File: src/rtl/core/dcpd_pkg.sv
// ----------------------------------------------------------------------------
// dcpd_pkg
// shared types and codes of the dc motor speed pd drive
// ----------------------------------------------------------------------------
`default_nettype none

package dcpd_pkg;

    // request types
    localparam logic [1:0] REQ_OFF    = 2'd0;
    localparam logic [1:0] REQ_DIRECT = 2'd1;
    localparam logic [1:0] REQ_LOOP   = 2'd2;

    // target word mode bits
    localparam logic [1:0] MODE_COAST = 2'd0;
    localparam logic [1:0] MODE_FWD   = 2'd1;
    localparam logic [1:0] MODE_REV   = 2'd2;
    localparam logic [1:0] MODE_BRAKE = 2'd3;

    // configuration register indexes
    localparam logic [2:0] CFG_TARGET_SCALE = 3'd0;
    localparam logic [2:0] CFG_REPORT_SCALE = 3'd1;
    localparam logic [2:0] CFG_GAIN_P       = 3'd2;
    localparam logic [2:0] CFG_GAIN_D       = 3'd3;
    localparam logic [2:0] CFG_DUTY_LIMIT   = 3'd4;
    localparam logic [2:0] CFG_BRAKE_DUTY   = 3'd5;
    localparam logic [2:0] CFG_INVERT_ENC   = 3'd6;
    localparam logic [2:0] CFG_SWAP_OUT     = 3'd7;

    // configuration reset values
    localparam logic [15:0] RST_TARGET_SCALE = 16'd3277;
    localparam logic [15:0] RST_REPORT_SCALE = 16'd5120;
    localparam logic [15:0] RST_GAIN_P       = 16'd256;
    localparam logic [15:0] RST_GAIN_D       = 16'd0;
    localparam logic [10:0] RST_DUTY_LIMIT   = 11'd1000;
    localparam logic [10:0] RST_BRAKE_DUTY   = 11'd1000;

    // speed report
    localparam logic [13:0] SPEED_MAG_MAX = 14'h3FFF;
    localparam logic [1:0]  SIGN_POS      = 2'b01;
    localparam logic [1:0]  SIGN_NEG      = 2'b10;

    typedef struct packed {
        logic [15:0] target_scale;
        logic [15:0] report_scale;
        logic [15:0] gain_p;
        logic [15:0] gain_d;
        logic [10:0] duty_limit;
        logic [10:0] brake_duty;
        logic        invert_encoder;
        logic        swap_outputs;
    } t_cfg;

    // operand pair for the shared multiplier
    typedef enum logic [1:0] {
        MUL_SPD = 2'd0,
        MUL_TGT = 2'd1,
        MUL_PGN = 2'd2,
        MUL_DGN = 2'd3
    } t_mul_sel;

    // controller to datapath
    typedef struct packed {
        logic     load;
        logic     mul_en;
        t_mul_sel mul_sel;
        logic     spd_en;
        logic     err_en;
        logic     pterm_en;
        logic     fin;
    } t_cmd;

    // datapath to controller
    typedef struct packed {
        logic out_free;
    } t_sts;

endpackage

`default_nettype wire

File: src/rtl/core/dcpd_cfg.sv
// ----------------------------------------------------------------------------
// dcpd_cfg
// configuration register file, written through a plain write port
// ----------------------------------------------------------------------------
`default_nettype none

module dcpd_cfg
    import dcpd_pkg::*;
(
    input  wire logic        i_clk,
    input  wire logic        i_rst_n,
    input  wire logic        i_cfg_we,
    input  wire logic [2:0]  i_cfg_idx,
    input  wire logic [15:0] i_cfg_data,
    output t_cfg             o_cfg
);

    t_cfg r_cfg;
    t_cfg n_cfg;

    // register write decode
    always_comb begin
        n_cfg = r_cfg;
        if (i_cfg_we) begin
            unique case (i_cfg_idx)
                CFG_TARGET_SCALE: n_cfg.target_scale   = i_cfg_data;
                CFG_REPORT_SCALE: n_cfg.report_scale   = i_cfg_data;
                CFG_GAIN_P:       n_cfg.gain_p         = i_cfg_data;
                CFG_GAIN_D:       n_cfg.gain_d         = i_cfg_data;
                CFG_DUTY_LIMIT:   n_cfg.duty_limit     = i_cfg_data[10:0];
                CFG_BRAKE_DUTY:   n_cfg.brake_duty     = i_cfg_data[10:0];
                CFG_INVERT_ENC:   n_cfg.invert_encoder = i_cfg_data[0];
                CFG_SWAP_OUT:     n_cfg.swap_outputs   = i_cfg_data[0];
                default:          n_cfg = r_cfg;
            endcase
        end
    end

    // registers with their reset values
    always_ff @(posedge i_clk) begin
        if (!i_rst_n) begin
            r_cfg.target_scale   <= RST_TARGET_SCALE;
            r_cfg.report_scale   <= RST_REPORT_SCALE;
            r_cfg.gain_p         <= RST_GAIN_P;
            r_cfg.gain_d         <= RST_GAIN_D;
            r_cfg.duty_limit     <= RST_DUTY_LIMIT;
            r_cfg.brake_duty     <= RST_BRAKE_DUTY;
            r_cfg.invert_encoder <= 1'b0;
            r_cfg.swap_outputs   <= 1'b0;
        end else begin
            r_cfg <= n_cfg;
        end
    end

    assign o_cfg = r_cfg;

endmodule

`default_nettype wire

File: src/rtl/core/dcpd_ctrl.sv
// ----------------------------------------------------------------------------
// dcpd_ctrl
// tick sequencer: steps the shared multiplier through speed, target and gains
// ----------------------------------------------------------------------------
`default_nettype none

module dcpd_ctrl
    import dcpd_pkg::*;
(
    input  wire logic i_clk,
    input  wire logic i_rst_n,
    input  wire logic i_valid,
    output logic      o_ready,
    input  t_sts      i_sts,
    output t_cmd      o_cmd
);

    typedef enum logic [6:0] {
        S_IDLE = 7'b0000001,
        S_SPD  = 7'b0000010,
        S_TGT  = 7'b0000100,
        S_ERR  = 7'b0001000,
        S_PGN  = 7'b0010000,
        S_DGN  = 7'b0100000,
        S_FIN  = 7'b1000000
    } t_state;

    t_state r_state;
    t_state n_state;

    // next state and commands
    always_comb begin
        n_state       = r_state;
        o_cmd         = '0;
        o_cmd.mul_sel = MUL_SPD;
        o_ready       = 1'b0;
        unique case (r_state)
            S_IDLE: begin
                o_ready = 1'b1;
                if (i_valid) begin
                    o_cmd.load = 1'b1;
                    n_state    = S_SPD;
                end
            end
            S_SPD: begin
                o_cmd.mul_en  = 1'b1;
                o_cmd.mul_sel = MUL_SPD;
                n_state       = S_TGT;
            end
            S_TGT: begin
                o_cmd.mul_en  = 1'b1;
                o_cmd.mul_sel = MUL_TGT;
                o_cmd.spd_en  = 1'b1;
                n_state       = S_ERR;
            end
            S_ERR: begin
                o_cmd.err_en = 1'b1;
                n_state      = S_PGN;
            end
            S_PGN: begin
                o_cmd.mul_en  = 1'b1;
                o_cmd.mul_sel = MUL_PGN;
                n_state       = S_DGN;
            end
            S_DGN: begin
                o_cmd.mul_en   = 1'b1;
                o_cmd.mul_sel  = MUL_DGN;
                o_cmd.pterm_en = 1'b1;
                n_state        = S_FIN;
            end
            S_FIN: begin
                // wait here while the previous result has not been taken
                if (i_sts.out_free) begin
                    o_cmd.fin = 1'b1;
                    n_state   = S_IDLE;
                end
            end
            default: n_state = S_IDLE;
        endcase
    end

    always_ff @(posedge i_clk) begin
        if (!i_rst_n) begin
            r_state <= S_IDLE;
        end else begin
            r_state <= n_state;
        end
    end

endmodule

`default_nettype wire

File: src/rtl/core/dcpd_datapath.sv
// ----------------------------------------------------------------------------
// dcpd_datapath
// shared multiplier, error and pd accumulation, duty split and output register
// ----------------------------------------------------------------------------
`default_nettype none

module dcpd_datapath
    import dcpd_pkg::*;
(
    input  wire logic               i_clk,
    input  wire logic               i_rst_n,
    input  t_cfg                    i_cfg,
    input  t_cmd                    i_cmd,
    output t_sts                    o_sts,
    input  wire logic [1:0]         i_req_type,
    input  wire logic [15:0]        i_target_word,
    input  wire logic signed [15:0] i_encoder_count,
    input  wire logic signed [15:0] i_drive_command,
    output logic                    o_valid,
    input  wire logic               i_ready,
    output logic [10:0]             o_duty_a,
    output logic [10:0]             o_duty_b,
    output logic signed [11:0]      o_drive_out,
    output logic [15:0]             o_speed_word
);

    // saturate to +/- the duty limit
    function automatic logic signed [11:0] clamp_lim(input logic signed [26:0] x,
                                                     input logic [10:0] lim);
        logic signed [26:0] lim_s;
        lim_s = signed'({16'b0, lim});
        if (x > lim_s) begin
            return signed'({1'b0, lim});
        end else if (x < -lim_s) begin
            return -signed'({1'b0, lim});
        end
        return x[11:0];
    endfunction

    // item registers
    logic [1:0]         r_req;
    logic [15:0]        r_tword;
    logic signed [16:0] r_pulses;
    logic signed [15:0] r_cmd;

    // working registers
    logic signed [33:0] r_prod;
    logic [15:0]        r_speed;
    logic signed [16:0] r_err;
    logic signed [25:0] r_pterm;

    // loop state
    logic signed [11:0] r_level;
    logic signed [16:0] r_last;
    logic signed [11:0] n_level;
    logic signed [16:0] n_last;

    // output register
    logic               r_out_valid;
    logic [10:0]        r_duty_a;
    logic [10:0]        r_duty_b;
    logic signed [11:0] r_drive_out;
    logic [15:0]        r_speed_word;

    logic signed [16:0] w_enc_ext;
    logic signed [16:0] w_abs;
    logic signed [16:0] w_mul_a;
    logic signed [16:0] w_mul_b;
    logic signed [33:0] w_prod;
    logic [23:0]        w_spd_q;
    logic [13:0]        w_spd_mag;
    logic [15:0]        w_speed;
    logic signed [16:0] w_tgt;
    logic signed [16:0] w_err;
    logic signed [25:0] w_dterm;
    logic signed [26:0] w_acc;
    logic               w_brake;
    logic [10:0]        w_brk_duty;
    logic [10:0]        w_fwd;
    logic [10:0]        w_rev;
    logic signed [11:0] w_neg_level;

    assign w_enc_ext = {i_encoder_count[15], i_encoder_count};
    assign w_abs     = r_pulses[16] ? -r_pulses : r_pulses;

    // shared multiplier operand select
    always_comb begin
        unique case (i_cmd.mul_sel)
            MUL_SPD: begin
                w_mul_a = signed'({1'b0, w_abs[15:0]});
                w_mul_b = signed'({1'b0, i_cfg.report_scale});
            end
            MUL_TGT: begin
                w_mul_a = signed'({3'b0, r_tword[13:0]});
                w_mul_b = signed'({1'b0, i_cfg.target_scale});
            end
            MUL_PGN: begin
                w_mul_a = r_err;
                w_mul_b = signed'({1'b0, i_cfg.gain_p});
            end
            MUL_DGN: begin
                w_mul_a = r_last;
                w_mul_b = signed'({1'b0, i_cfg.gain_d});
            end
            default: begin
                w_mul_a = '0;
                w_mul_b = '0;
            end
        endcase
    end

    assign w_prod = w_mul_a * w_mul_b;

    // speed report from the scaled magnitude product
    assign w_spd_q   = r_prod[31:8];
    assign w_spd_mag = (|w_spd_q[23:14]) ? SPEED_MAG_MAX : w_spd_q[13:0];
    always_comb begin
        if (w_spd_q == '0) begin
            w_speed = {r_tword[15:14], 14'b0};
        end else if (r_pulses[16]) begin
            w_speed = {SIGN_NEG, w_spd_mag};
        end else begin
            w_speed = {SIGN_POS, w_spd_mag};
        end
    end

    // pulse error from the scaled target product
    assign w_tgt = signed'({3'b0, r_prod[29:16]});
    assign w_err = (r_tword[15:14] == MODE_REV) ? (-w_tgt - r_pulses) : (w_tgt - r_pulses);

    // incremental pd sum
    assign w_dterm = r_prod[33:8];
    assign w_acc   = 27'(r_level) + 27'(r_pterm) - 27'(w_dterm);

    // new drive level and error memory per request
    always_comb begin
        n_level = r_level;
        n_last  = r_last;
        w_brake = 1'b0;
        priority if (r_req == REQ_DIRECT) begin
            n_level = clamp_lim(27'(r_cmd), i_cfg.duty_limit);
        end else if (r_req == REQ_LOOP) begin
            unique case (r_tword[15:14])
                MODE_COAST: n_level = '0;
                MODE_BRAKE: begin
                    n_level = '0;
                    w_brake = 1'b1;
                end
                default: begin
                    n_level = clamp_lim(w_acc, i_cfg.duty_limit);
                    n_last  = r_err;
                end
            endcase
        end else begin
            n_level = '0;
            n_last  = '0;
        end
    end

    // bridge duty split
    assign w_brk_duty  = (i_cfg.brake_duty < i_cfg.duty_limit) ? i_cfg.brake_duty
                                                                : i_cfg.duty_limit;
    assign w_neg_level = -n_level;
    always_comb begin
        if (w_brake) begin
            w_fwd = w_brk_duty;
            w_rev = w_brk_duty;
        end else if (n_level[11]) begin
            w_fwd = '0;
            w_rev = w_neg_level[10:0];
        end else begin
            w_fwd = n_level[10:0];
            w_rev = '0;
        end
    end

    // item capture and working registers
    always_ff @(posedge i_clk) begin
        if (i_cmd.load) begin
            r_req    <= i_req_type;
            r_tword  <= i_target_word;
            r_pulses <= i_cfg.invert_encoder ? -w_enc_ext : w_enc_ext;
            r_cmd    <= i_drive_command;
        end
        if (i_cmd.mul_en) begin
            r_prod <= w_prod;
        end
        if (i_cmd.spd_en) begin
            r_speed <= w_speed;
        end
        if (i_cmd.err_en) begin
            r_err <= w_err;
        end
        if (i_cmd.pterm_en) begin
            r_pterm <= r_prod[33:8];
        end
    end

    // loop state
    always_ff @(posedge i_clk) begin
        if (!i_rst_n) begin
            r_level <= '0;
            r_last  <= '0;
        end else if (i_cmd.fin) begin
            r_level <= n_level;
            r_last  <= n_last;
        end
    end

    // output register payload
    always_ff @(posedge i_clk) begin
        if (i_cmd.fin) begin
            r_duty_a     <= i_cfg.swap_outputs ? w_rev : w_fwd;
            r_duty_b     <= i_cfg.swap_outputs ? w_fwd : w_rev;
            r_drive_out  <= n_level;
            r_speed_word <= r_speed;
        end
    end

    // output valid
    always_ff @(posedge i_clk) begin
        if (!i_rst_n) begin
            r_out_valid <= 1'b0;
        end else if (i_cmd.fin) begin
            r_out_valid <= 1'b1;
        end else if (i_ready) begin
            r_out_valid <= 1'b0;
        end
    end

    assign o_sts.out_free = !r_out_valid || i_ready;
    assign o_valid        = r_out_valid;
    assign o_duty_a       = r_duty_a;
    assign o_duty_b       = r_duty_b;
    assign o_drive_out    = r_drive_out;
    assign o_speed_word   = r_speed_word;

endmodule

`default_nettype wire

File: src/rtl/core/dc_motor_speed_pd_drive.sv
// One control tick per input transfer; the result is registered after states S_SPD to S_FIN.
// The single shared 17x17 multiplier is stepped through speed scale, target scale, p gain and
// d gain; a new item is taken only after the previous one has reached the output register.
// A result held in the output register stalls only the final state S_FIN of the next item.
// Synchronous active-low reset: config to defaults, drive level and last error to zero.
// ----------------------------------------------------------------------------
// dc_motor_speed_pd_drive
// dc motor speed drive with incremental pd loop and h-bridge duty outputs
// ----------------------------------------------------------------------------
`default_nettype none

module dc_motor_speed_pd_drive
    import dcpd_pkg::*;
(
    input  wire logic               i_clk,
    input  wire logic               i_rst_n,
    // configuration
    input  wire logic               i_cfg_we,
    input  wire logic [2:0]         i_cfg_idx,
    input  wire logic [15:0]        i_cfg_data,
    // input channel
    input  wire logic               i_valid,
    output logic                    o_ready,
    input  wire logic [1:0]         i_req_type,
    input  wire logic [15:0]        i_target_word,
    input  wire logic signed [15:0] i_encoder_count,
    input  wire logic signed [15:0] i_drive_command,
    // result channel
    output logic                    o_valid,
    input  wire logic               i_ready,
    output logic [10:0]             o_duty_a,
    output logic [10:0]             o_duty_b,
    output logic signed [11:0]      o_drive_out,
    output logic [15:0]             o_speed_word
);

    t_cfg w_cfg;
    t_cmd w_cmd;
    t_sts w_sts;

    // configuration registers
    dcpd_cfg u_cfg (
        .i_clk      (i_clk),
        .i_rst_n    (i_rst_n),
        .i_cfg_we   (i_cfg_we),
        .i_cfg_idx  (i_cfg_idx),
        .i_cfg_data (i_cfg_data),
        .o_cfg      (w_cfg)
    );

    // tick sequencer
    dcpd_ctrl u_ctrl (
        .i_clk   (i_clk),
        .i_rst_n (i_rst_n),
        .i_valid (i_valid),
        .o_ready (o_ready),
        .i_sts   (w_sts),
        .o_cmd   (w_cmd)
    );

    // arithmetic and output register
    dcpd_datapath u_dp (
        .i_clk           (i_clk),
        .i_rst_n         (i_rst_n),
        .i_cfg           (w_cfg),
        .i_cmd           (w_cmd),
        .o_sts           (w_sts),
        .i_req_type      (i_req_type),
        .i_target_word   (i_target_word),
        .i_encoder_count (i_encoder_count),
        .i_drive_command (i_drive_command),
        .o_valid         (o_valid),
        .i_ready         (i_ready),
        .o_duty_a        (o_duty_a),
        .o_duty_b        (o_duty_b),
        .o_drive_out     (o_drive_out),
        .o_speed_word    (o_speed_word)
    );

endmodule

`default_nettype wire

File: config.mk
export PLATFORM = sky130hd
export DESIGN_NAME = dc_motor_speed_pd_drive
export DESIGN_NICKNAME = d
export VERILOG_FILES = /design/src/rtl/core/dcpd_pkg.sv /design/src/rtl/core/dcpd_cfg.sv /design/src/rtl/core/dcpd_ctrl.sv /design/src/rtl/core/dcpd_datapath.sv /design/src/rtl/core/dc_motor_speed_pd_drive.sv
export SDC_FILE = /design/constraint.sdc
export NUM_CORES = 2
export LEC_CHECK = 0
export ABC_AREA = 1
export BUFFER_PORTS_ARGS = -buffer_cell sky130_fd_sc_hd__buf_4
export CORE_UTILIZATION = 60
export DETAILED_ROUTE_END_ITERATION = 7
export PLACE_DENSITY = 0.81
export SLEW_MARGIN = 20
export SYNTH_ARGS = -nofsm -noshare
export SYNTH_HDL_FRONTEND = slang
export SYNTH_SLANG_ARGS = --single-unit
File: constraint.sdc
create_clock -name i_clk -period 10.6 [get_ports i_clk]
set_clock_uncertainty 0.1 [all_clocks]
set_input_delay 1.06 -clock i_clk [delete_from_list [all_inputs] [get_ports i_clk]]
set_output_delay 1.06 -clock i_clk [all_outputs]
set_load 0.01 [all_outputs]
* After elaboration in Yosys (flattened, before gate mapping) *
Cells that the tools add are included.

storage, ports and cells
  register bits = 319
  input bits = 74
  output and inout port bits = 52
  logic and storage cells = 136

cells by class
  add/subtract/negate cells = 10
  multiply operators = 1
  order comparisons = 5
  equal/unequal tests = 24
  mux-type cells = 51
  bitwise operators = 1
  reductions and logical operators = 19

operators by type and width
  kind              count
  $pmux 17 s4       2
  $mux 12           9
  $mux 11           7
  $mux 17           4
  $pmux 7 s7        1
  $mux 16           3
  $mul 17x17->34    1
  $add 12x26->27    1
  $gt 27x12->1      1
  $lt 16x27->1      1
  $lt 27x27->1      1
  $neg 11->27       1
  $sub 27x26->27    1
  $logic_not 24->1  1
  $mux 1            21
  $reduce_and 2->1  9
  $neg 14->17       1
  $neg 16->17       1
  $sub 15x17->17    1
  $sub 17x17->17    1
  $gt 16x12->1      1
  $neg 16->16       1
  $mux 14           1
  $mux 7            2
  other kinds (27)  38

* Logic depth before layout (Yosys ltp) *
  depth after elaboration = 16
  mapped depth = 40
  depth with buffers taken out = 39

* Hierarchy *
From an unflattened synthesis, not the netlist that was laid out.

unflattened totals
  cells, all modules = 3676
  area, all modules = 30081.4 um^2

modules (own cells, without submodules)
  module         times used  cells each  area an instance (um^2)  sequential area each (um^2)
  dcpd_datapath  1           3114        26141.3                  6185.9
  dcpd_cfg       1           490         3485.8                   1761.7
  dcpd_ctrl      1           72          454.2                    140.1

* Worst setup path before layout *
Ideal clock, no wire load.

  kind = register to register
  start = register u_ctrl.r_state[3]
  end = register u_dp.r_prod[32] (data pin)
  library setup time = 0.265 ns
  arrival = 7.734 ns
  required time = 10.235 ns
  path slack = 2.501 ns
  stages on the path, launching flop included = 28
  buffers on the path = 2
  period minus slack after synthesis = 8.099 ns
  path through = dfxtp_1 > nor2_1 > inv_1 > nor2_1 > nand4_1 > clkinv_1 > clkbuf_1 > a221oi_1 > nor2_1 > clkbuf_1 > nand2_1 > fa_1 > inv_1 > fa_1 > fa_1 > fa_1 > fa_1 > inv_1 > fa_1 > inv_1 > ha_1 > nand2_1 > nor4_1 > a221oi_1 > nand2_1 > nand4_1 > o211ai_1 > xor2_1

on the way
  cells in the longest elaborated chain, start to end = 5
  elaborated cells between the ends (all ways) = 12
  classes of those cells = 1 x mul; 7 x eq/ne; 3 x mux; 1 x reduce/logical

ends and longest elaborated chain
  element                             RTL line              text
  start, declared                     dcpd_ctrl.sv:28       t_state r_state;
  start signal, assigned              dcpd_ctrl.sv:86       r_state <= n_state;
  $eq 7x6->1 (tied with other cells)  dcpd_ctrl.sv:37       unique case (r_state)
  $pmux 3 s4 (*)                      dcpd_ctrl.sv:37
  $eq 2x2->1 (tied with other cells)  dcpd_datapath.sv:88   unique case (i_cmd.mul_sel)
  $pmux 17 s4                         dcpd_datapath.sv:88
  $mul 17x17->34 (*)                  dcpd_datapath.sv:112  assign w_prod = w_mul_a * w_mul_b;
  via u_dp.w_prod[32]                 dcpd_datapath.sv:69   logic signed [33:0] w_prod;
  end signal, assigned                dcpd_datapath.sv:186  r_prod <= w_prod;
  end, declared                       dcpd_datapath.sv:47   logic signed [33:0] r_prod;

Mark *: on every way through the listed nets, which the timed path passes. The rest lies on a longest branch. The select of a mux whose other input is x is not followed.
A chain may end at the register's enable or synchronous reset.

* Worst setup path after layout *
  start = register u_ctrl.r_state[5]
  end = register u_dp.r_prod[33] (data pin)

The elaborated chain is that of the path after synthesis.

==> run summary <==
run status: finished clean
fin crit share: 0.857
via count: 25129
CTS tree: built
critical path's top delay family: compound AO/OA/AOI/OAI gates
Max VDD drop: 0.122 mV
gr usage total: 0.326
min Tclk post-route: 9.08 ns
H-Tree Depth: 1
Final ANT Viol Nets: 0
Yosys reg bits: 311
core box area: 0.0491 mm²
fin. max-slew vios: 0
Storage cell area: 0.00809 mm²
die footprint: 0.0507 mm²
Arr. time, crit path: 9.30 ns
largest net degree at the start of global routing: 91
HP Class: reg -> reg
starting density of the core: 0.609
Post-synth EDFFs: 186
vias in the first global route: 23812
fin nets: 4390
num ports: 126
CP max-delay cell: a31oi_1
relative max-transition margin: 0.351
most common cell after layout, fill and taps aside: inv_1
WP data required: 10.81 ns
global-route wire length before repair: 128000 µm
antenna violations before repair: 0
worst-case clock buffer depth: 3
static leakage power: 15.9 nW
setup TNS: 0 ns
clock sink count: 311
post-route cell area: 0.0325 mm²
fillcell total: 4082
endpoints failing hold: 0
Area after DPL: 0.0315 mm²
Syn Std Cell Area: 0.0299 mm²
die height: 225 µm
wire length per cell: 18.3 µm
most frequent CP cell: inv_1
syn_nets: 4297
Power per Cell Area: 132 mW/mm²
WP buf/inv: 9
GP Congestion: 1.02
cells after synthesis: 3674
CTS Buf Count: 31
Clock Latency Late Sink: 0.60 ns
sequential area share after synthesis: 0.271
startpoint types: flip-flop
clock-pin slew on the worst setup and hold paths: 0.07 ns
Worst Path Class, Setup: reg -> reg
area grow syn2layout: 8.70%
footprint of the multi-input gates: 0.0185 mm²
Power Total: 4.28 mW
vias per inst: 5.64
DRT iter0 DRCs: 2686
layout cells sized above 1: 0.0757
commonest cells after routing, fill and taps aside: inv_1, nand2_1, nor2_1
ys flop type: edfxtp_1
1st-pass router iterations: 6
Detailed Place HPWL: 65700 µm
root buffer cell: clkbuf_16
IO Port Bufs: 125
CP endpoint kind: flip-flop
FFs w/ async S/R, synth: 0
yosys warns: 0
Resize count post-CTS: 0
final design utilization: 0.662
Synth cell types: 62
RSZ-0062 raised after global routing: false
Final setup viols: 0
Setup Buffers After CTS: 0
grt total ovfl: 0
max cap viols: 0
crit-path max FO: 34
DRT Wirelength: 81700 µm
drt drc: 0
n_diodes: 0
actual slew at the worst max-slew pin: 0.968 ns
Hold Buf Count CTS: 0
number of cell rows: 81
slowest cell delay on critical path: 0.60 ns
Peak Freq: 110 MHz
Synth Area per Inst: 8.14 µm²
DIE WIDTH: 225 µm
## final timing paths
path / from / end / slack, ns / cells past startpoint
max: u_ctrl.r_state[5] / u_dp.r_prod[33] / 1.52 / 36
min: u_dp.r_speed[1] / u_dp.o_speed_word[1] / 0.34 / 0
max reg2reg: u_ctrl.r_state[5] / u_dp.r_prod[33] / 1.52 / 36
min reg2reg: u_dp.r_speed[1] / u_dp.o_speed_word[1] / 0.34 / 0
## worst reg2reg max path: cells and delay by family (launching register included)
family / cells / cell delay, ns
and+or+nand+nor: 8 / 1.07
AOI/OAI and AO/OA: 11 / 3.12
xor gates and xnor gates: 1 / 0.17
buffers and inverters: 9 / 1.58
DFF: 1 / 0.33
adders and majority gates: 7 / 2.45
## layer usage
layer	vias up	track usage	part of all wire
met5	-	0	0
met4	0	0.0926	0.030
met3	171	0.0563	0.098
met2	1195	0.514	0.44
met1	11930	0.463	0.43
li1	11833	-	-
## where the power goes
part           leakage, nW  internal, mW  switching, mW  total (mW)
Clock                0.486         0.595          0.478        1.07
Combinational         12.7         0.640           1.15        1.79
Sequential            2.71          1.37         0.0457        1.42
## final cells by class
cell class / count / area share
clock inverters: 14 / 0.00381
clock buffers: 41 / 0.0263
flip-flops and latches: 311 / 0.249
multi-input cells: 2491 / 0.570
repair buffers: 154 / 0.0356
inverters: 778 / 0.0899
well taps: 664 / 0.0256
## stage by stage
stage,setup slack (ns),hold slack [ns],cells
6_report,1.52,0.339,4453
5_1_grt,0.772,0.339,4453
4_1_cts,1.61,0.340,4453
3_5_place_dp,1.66,0.328,4398
3_3_place_gp,2.02,0.314,4398
2_1_floorplan,2.50,0.300,3674
## synthesized netlist by cell type, drive strengths merged (10+ instances only)
master | count | share of area
nand3 | 119 | 0.022
fa | 305 | 0.20
nor4 | 12 | 0.0027
a31oi | 11 | 0.0023
a21oi | 172 | 0.029
o21a | 12 | 0.0030
o21ai | 211 | 0.035
inv | 766 | 0.096
nor2 | 452 | 0.058
o21bai | 16 | 0.0040
o211ai | 34 | 0.0087
xor2 | 58 | 0.017
buf | 10 | 0.0024
nor3 | 30 | 0.0059
dfxtp | 125 | 0.084
nand4 | 47 | 0.011
clkbuf | 84 | 0.011
edfxtp | 186 | 0.19
a221oi | 17 | 0.0050
xnor2 | 22 | 0.0064
a211oi | 26 | 0.0065
ha | 244 | 0.10
clkinv | 12 | 0.0015
nand2 | 662 | 0.085
## logic make-up (layout without fill, tap and decap cells)
family	count (synthesis)	count (layout)	synth area share
DFF	311	311	0.271
and+or+nand+nor	1333	1333	0.187
xor gates and xnor gates	80	80	0.0234
buffers and inverters	872	987	0.111
adders and majority gates	549	549	0.306
muxes	2	2	0.000712
AOI/OAI and AO/OA	527	527	0.102
## state kept, by name (all words and copies together), names as in the netlist, 17 cells and up
signal         flops
u_dp.r_err        17
u_dp.r_prod       26
u_dp.r_last       17
u_dp.r_pulses     17
u_dp.r_pterm      26
u_cfg.o_cfg       88
(Power assumes the default switching activity.)
